## config.mk

```make
export PLATFORM = sky130hd
export DESIGN_NAME = acm_ram
export DESIGN_NICKNAME = d
export VERILOG_FILES = /design/src/rtl/core/aho_corasick_matcher_macros.svh /design/src/rtl/core/acm_pkg.sv /design/src/rtl/core/acm_ram.sv
export SDC_FILE = /design/constraint.sdc
export NUM_CORES = 2
export LEC_CHECK = 0
export BUFFER_PORTS_ARGS = -buffer_cell sky130_fd_sc_hd__buf_4
export CAP_MARGIN = 5
export CORE_ASPECT_RATIO = 0.9
export CORE_MARGIN = 3
export CORE_UTILIZATION = 59
export DETAILED_ROUTE_END_ITERATION = 8
export PLACE_DENSITY = 0.76
export SLEW_MARGIN = 20
export SYNTH_ARGS = -nofsm -noshare
export SYNTH_HDL_FRONTEND = slang
export SYNTH_SLANG_ARGS = --single-unit
```

## constraint.sdc

```tcl
create_clock -name i_clk -period 3.4 [get_ports i_clk]
set_clock_uncertainty 0.15 [all_clocks]
set_input_delay 0.51 -clock i_clk [delete_from_list [all_inputs] [get_ports i_clk]]
set_output_delay 0.51 -clock i_clk [all_outputs]
set_load 0.01 [all_outputs]
```

## src/rtl/core/aho_corasick_matcher_macros.svh

```systemverilog
// Assertion macros shared by the matcher RTL.
`ifndef AHO_CORASICK_MATCHER_MACROS_SVH
`define AHO_CORASICK_MATCHER_MACROS_SVH
`ifndef SYNTHESIS
`define ACM_ASSERT(label, prop) \
    label: assert property (@(posedge i_clk) disable iff (!i_rst_n) (prop)) \
        else $error("matcher assertion failed");
`define ACM_ASSERT_IMP(label, ante, cons) \
    label: assert property (@(posedge i_clk) disable iff (!i_rst_n) (ante) |-> (cons)) \
        else $error("matcher assertion failed");
`else
`define ACM_ASSERT(label, prop)
`define ACM_ASSERT_IMP(label, ante, cons)
`endif
`endif

```

## src/rtl/core/acm_pkg.sv

```systemverilog
// Shared constants, codes and state type of the multi-pattern matcher.
package acm_pkg;

    localparam int MAX_NODES_DEF    = 256;
    localparam int MAX_PATTERNS_DEF = 16;
    localparam int ALPHABET         = 26;
    localparam int POS_BITS         = 32;
    localparam int SYM_W            = 5;
    localparam int LETTER_W         = $clog2(ALPHABET);

    typedef enum logic [1:0] {
        FN_PAT   = 2'd0,
        FN_BUILD = 2'd1,
        FN_TEXT  = 2'd2,
        FN_NONE  = 2'd3
    } t_func;

    typedef enum logic [4:0] {
        ST_CLEAR,
        ST_IDLE,
        ST_REJ,
        ST_P_ROW,
        ST_P_BM,
        ST_B_ROOT,
        ST_B_ENQ0,
        ST_B_DEQ,
        ST_B_QRD,
        ST_B_ROWU,
        ST_B_ROWF,
        ST_B_SCAN,
        ST_B_BMF,
        ST_B_BMV,
        ST_B_WRROW,
        ST_T_STEP,
        ST_T_BITS,
        ST_T_EMIT
    } t_state;

endpackage

```

## src/rtl/core/acm_ram.sv

```systemverilog
// Simple dual-port synchronous RAM with registered read data.
module acm_ram
    import acm_pkg::*;
#(
    parameter int WIDTH = 8,
    parameter int DEPTH = 256
) (
    input  logic                     i_clk,
    input  logic                     i_we,
    input  logic [$clog2(DEPTH)-1:0] i_waddr,
    input  logic [WIDTH-1:0]         i_wdata,
    input  logic [$clog2(DEPTH)-1:0] i_raddr,
    output logic [WIDTH-1:0]         o_rdata
);

    logic [WIDTH-1:0] mem [DEPTH];

    // Write port.
    always_ff @(posedge i_clk) begin
        if (i_we) begin
            mem[i_waddr] <= i_wdata;
        end
    end

    // Read port, registered.
    always_ff @(posedge i_clk) begin
        o_rdata <= mem[i_raddr];
    end

endmodule

```

Word level (Yosys, flattened, before mapping)
Memories as Yosys holds them, arrays and structs flattened. A register that Yosys moved wholly into a read port is not among the register bits. Cells that the tools add are included.

Register bits after elaboration: 0. Input port bits: 26. Bits in writable memories: 2048. Memories kept: 1. Output and inout port bits: 8.

Memory list: mem (words 256, bits a word 8, rd ports 1, clocked after Yosys merged registers in 1, write ports 1, RTL line acm_ram.sv:16) `logic [WIDTH-1:0] mem [DEPTH];`.

Muxes and demuxes: 2.

Operator list (count): $mux 1 (2).

Longest topological paths before layout
Depth in word-level cells: 2. Depth in mapped cells: 11. Gate-level depth less buffers: 6.

Worst setup path after synthesis
OpenSTA, ideal clock, no wires.

Path kind: in2reg. From: input port i_raddr[0]. To: register o_rdata[2] (read register of mem). Path slack: 802 ps. Path buffers: 4. Library setup time: 131 ps. Arrival time: 2317 ps. Stages on the path: 9. Cells stage by stage: buf_6 > buf_12 > buf_8 > buf_2 > mux4_2 > a22oi_1 > a21oi_1 > nor4_1 > nor4_2.

RTL lines: start: declaration (RTL line acm_ram.sv:12) `input logic [$clog2(DEPTH)-1:0] i_raddr,`; end: declaration (RTL line acm_ram.sv:13) `output logic [WIDTH-1:0] o_rdata`.

==> out/qor.yml <==
vias_per_cell: 6.78
cellLeakagePower_uw: 0.0292
switching_power_uw: 10800
criticalPathCategory: "primary input to flip-flop"
ios: 34
drt-initial-drc-count: 6457
cts-resized-gates: 0
irDropWorstVdd_mv: 0.566
crit_start: "i_raddr[0]"
maxSlewViolCount: 0
drive_above_1_share_pct: 28.7
syn_avg_cell_area_um2: 21.3
power_density_mw_per_mm2: 563
initial_core_util_pct: 59.6
holdCritPathClass: "primary input to flip-flop"
crit_path_start_kind: "primary input"
period_share_pct: 89.6
crit_path_end_kind: "flip-flop"
numPortBuffers: 33
cts_buffers: 189
cts.sinks: 2056
reg2reg_depth: 7
ff_latch_area_mm2: 0.0617
rsz0062_at_grt: "false"
critPathMaxStageDelay_ns: 0.64
finalWirelength_mm: 197
cts_tree: "yes"
synth_fp_nets: 3759
antenna_left: 0
grt_max_degree: 130
fillers: 7947
cts-root-buf: "clkbuf_16"
crit_chain: "buf_8, buf_12, buf_12, buf_4, mux2i_1, o22ai_1, o21ai_0, nand3_1, nor4_1, buf_4, nor4_2"
final_area_mm2: 0.0911
drtPass1Iterations: 6
netlist_area_mm2: 0.0796
post_dp_cell_area_mm2: 0.0851
synthFlopType: "edfxtp_1"
h-tree-depth: 4
arrival_ns: 3.61
clockBufferDepth: 3
wire_per_inst_um: 32.2
p_int_uw: 40500
setup_slack_ns: 0.355
gr-usage-all-layers_pct: 29.0
dieArea_mm2: 0.139
r2r_slack_ns: 0.66
p_seq_share_pct: 54.6
slew_headroom_pct: 21.0
finalSetupTns_ns: 0
place_worst_setup_slack_ns: -0.382
p_clk_share_pct: 40.0
gp_congestion: 0.888
clk_latency_ns: 0.83
critical_path.slowest_cell: "nor4_1"
final_nets: 4254
fmax_ghz: 0.328
drc: 0
vias: 41500
clk_pin_slew_ns: 0.06
cp_max_fo: 21
layout_min_cycle_time_ns: 3.04
antenna_found_initial: 13
utilization_pct: 68.2
dp_hpwl_mm: 123
final-hold-violation-count: 0
maxCapViolations: 0
num_rows: 127
reg2reg_to: "o_rdata[2]"
postCtsSetupBuffers: 0
cp.depth: 11
syn_to_final_growth_pct: 14.5
comb_power_share_pct: 5.4
synth.distinct_cells: 55
postSynthCellCount: 3733
synth.ff_latch_count: 2056
critPathTopFamily: "buffers and inverters"
grt_overflow: 0
grt_pass1_wl_mm: 290
async_reset_ff_share_pct: 0
p_total_uw: 51200
multi_input_area_mm2: 0.0165
core_mm2: 0.133
yosysWarnings: 0
synth-seq-area-share_pct: 77.5
outcome: "finished, final reports clean"
holdBufCountCts: 1
grt_pass1_vias: 41400
required_ns: 3.96
swShare_pct: 21.0
synth-edff-count: 2048
die_h_um: 354
die_width_um: 393
critPathBufInv: 5
r2r_start: "mem[133][2]"
setup_viol: 0
worst_slew_pin_slew_ns: 1.18
endpoint: "o_rdata[0]"
routing by layer:
metal / up-vias / track usage (%) / routed length (µm)
met5: - / 0 / 40
met4: 8 / 9.85 / 7070
met3: 419 / 6.82 / 26100
met2: 2996 / 43.4 / 91700
met1: 21400 / 42.9 / 72400
li1: 16700 / - / -
cell usage after synthesis, drive strengths merged (2+ instances only):
master	count	share of area, %
nand3	34	0.21
edfxtp	2048	77
a211oi	16	0.15
nor2	282	1.3
nor4	27	0.24
nor3	22	0.14
nor2b	31	0.24
a311oi	2	0.022
o221ai	47	0.53
clkbuf	111	0.52
a22oi	133	1.3
nand2	33	0.16
mux2i	134	1.7
o22ai	28	0.22
and3b	2	0.022
a221oi	14	0.16
dfxtp	8	0.20
a31oi	2	0.016
o32ai	5	0.064
a21oi	96	0.60
nand2b	8	0.063
and2	6	0.047
a22o	8	0.088
nand3b	2	0.019
nand4	10	0.079
or2	4	0.031
a2111oi	5	0.066
o21ai	12	0.075
buf	122	1.3
mux4	456	13
o211ai	10	0.094
o22a	5	0.055
layout by cell type, fill, tap and decap left out, types with 33 or more instances in the layout:
master / instances
nand3_1: 34
nand2_1: 33
mux2i_1: 134
buf_4: 471
mux4_2: 454
clkinv_1: 44
clkbuf_1: 57
a22oi_1: 133
nor2_1: 279
a21oi_1: 96
edfxtp_1: 2048
o221ai_1: 46
clkbuf_16: 194
buf_12: 55
worst min-delay path by stage:
stage | cells after the start | end | from | slack, ns
floorplan | 0 | mem[0][0] | i_wdata[0] | 0.46
global placement | 1 | mem[68][2] | i_wdata[2] | 0.64
detailed placement | 1 | mem[68][2] | i_wdata[2] | 0.64
CTS | 1 | mem[13][7] | i_wdata[7] | 0.1
global route | 1 | mem[63][7] | i_wdata[7] | 0.15
finish | 1 | mem[56][7] | i_wdata[7] | 0.14
final cells by class:
class | instances | share of cell area, %
Clock inverter | 92 | 0.900
Sequential cell | 2056 | 67.7
Timing Repair Buffer | 537 | 5.26
Multi-Input combinational cell | 1442 | 18.1
Inverter | 2 | 0.00824
Clock buffer | 254 | 5.61
Antenna cell | 5 | 0.0137
Tap cell | 1741 | 2.39
stage by stage:
stage | instances | hold slack, ns
detailed placement | 5777 | 0.641
CTS | 6124 | 0.0992
finish | 6129 | 0.135
floorplan | 3733 | 0.459
global placement | 5777 | 0.644
global route | 6124 | 0.154
kinds of logic after synthesis:
kind of cell    count (synthesis)  share of synthesized area [%]
simple gates                  466                           2.63
buf+inv                       235                           1.83
compound gates                385                           3.42
mux                           591                           14.6
flops                        2056                           77.5
power groups by stage:
stage | clock network (µW) | logic (µW) | registers (µW)
floorplan | 0 | 1360 | 28500
finish | 20500 | 2750 | 28000
global placement | 0 | 2650 | 28500
global route | 21700 | 2880 | 28000
CTS | 20700 | 2730 | 28000
detailed placement | 0 | 2710 | 28500
registers in the layout, indices dropped and copies added (netlist names):
register	cells
o_rdata	8
mem	2048
worst register-to-register path: cells and delay by family (launching register included):
kind | cells | cell delay, ns
AO/OA/AOI/OAI | 1 | 0.08
multiplexers | 2 | 0.97
buffers and inverters | 1 | 0.23
AND/OR/NAND/NOR | 3 | 0.79
flip-flops | 1 | 0.38
Power figures use the tool's default switching activity.
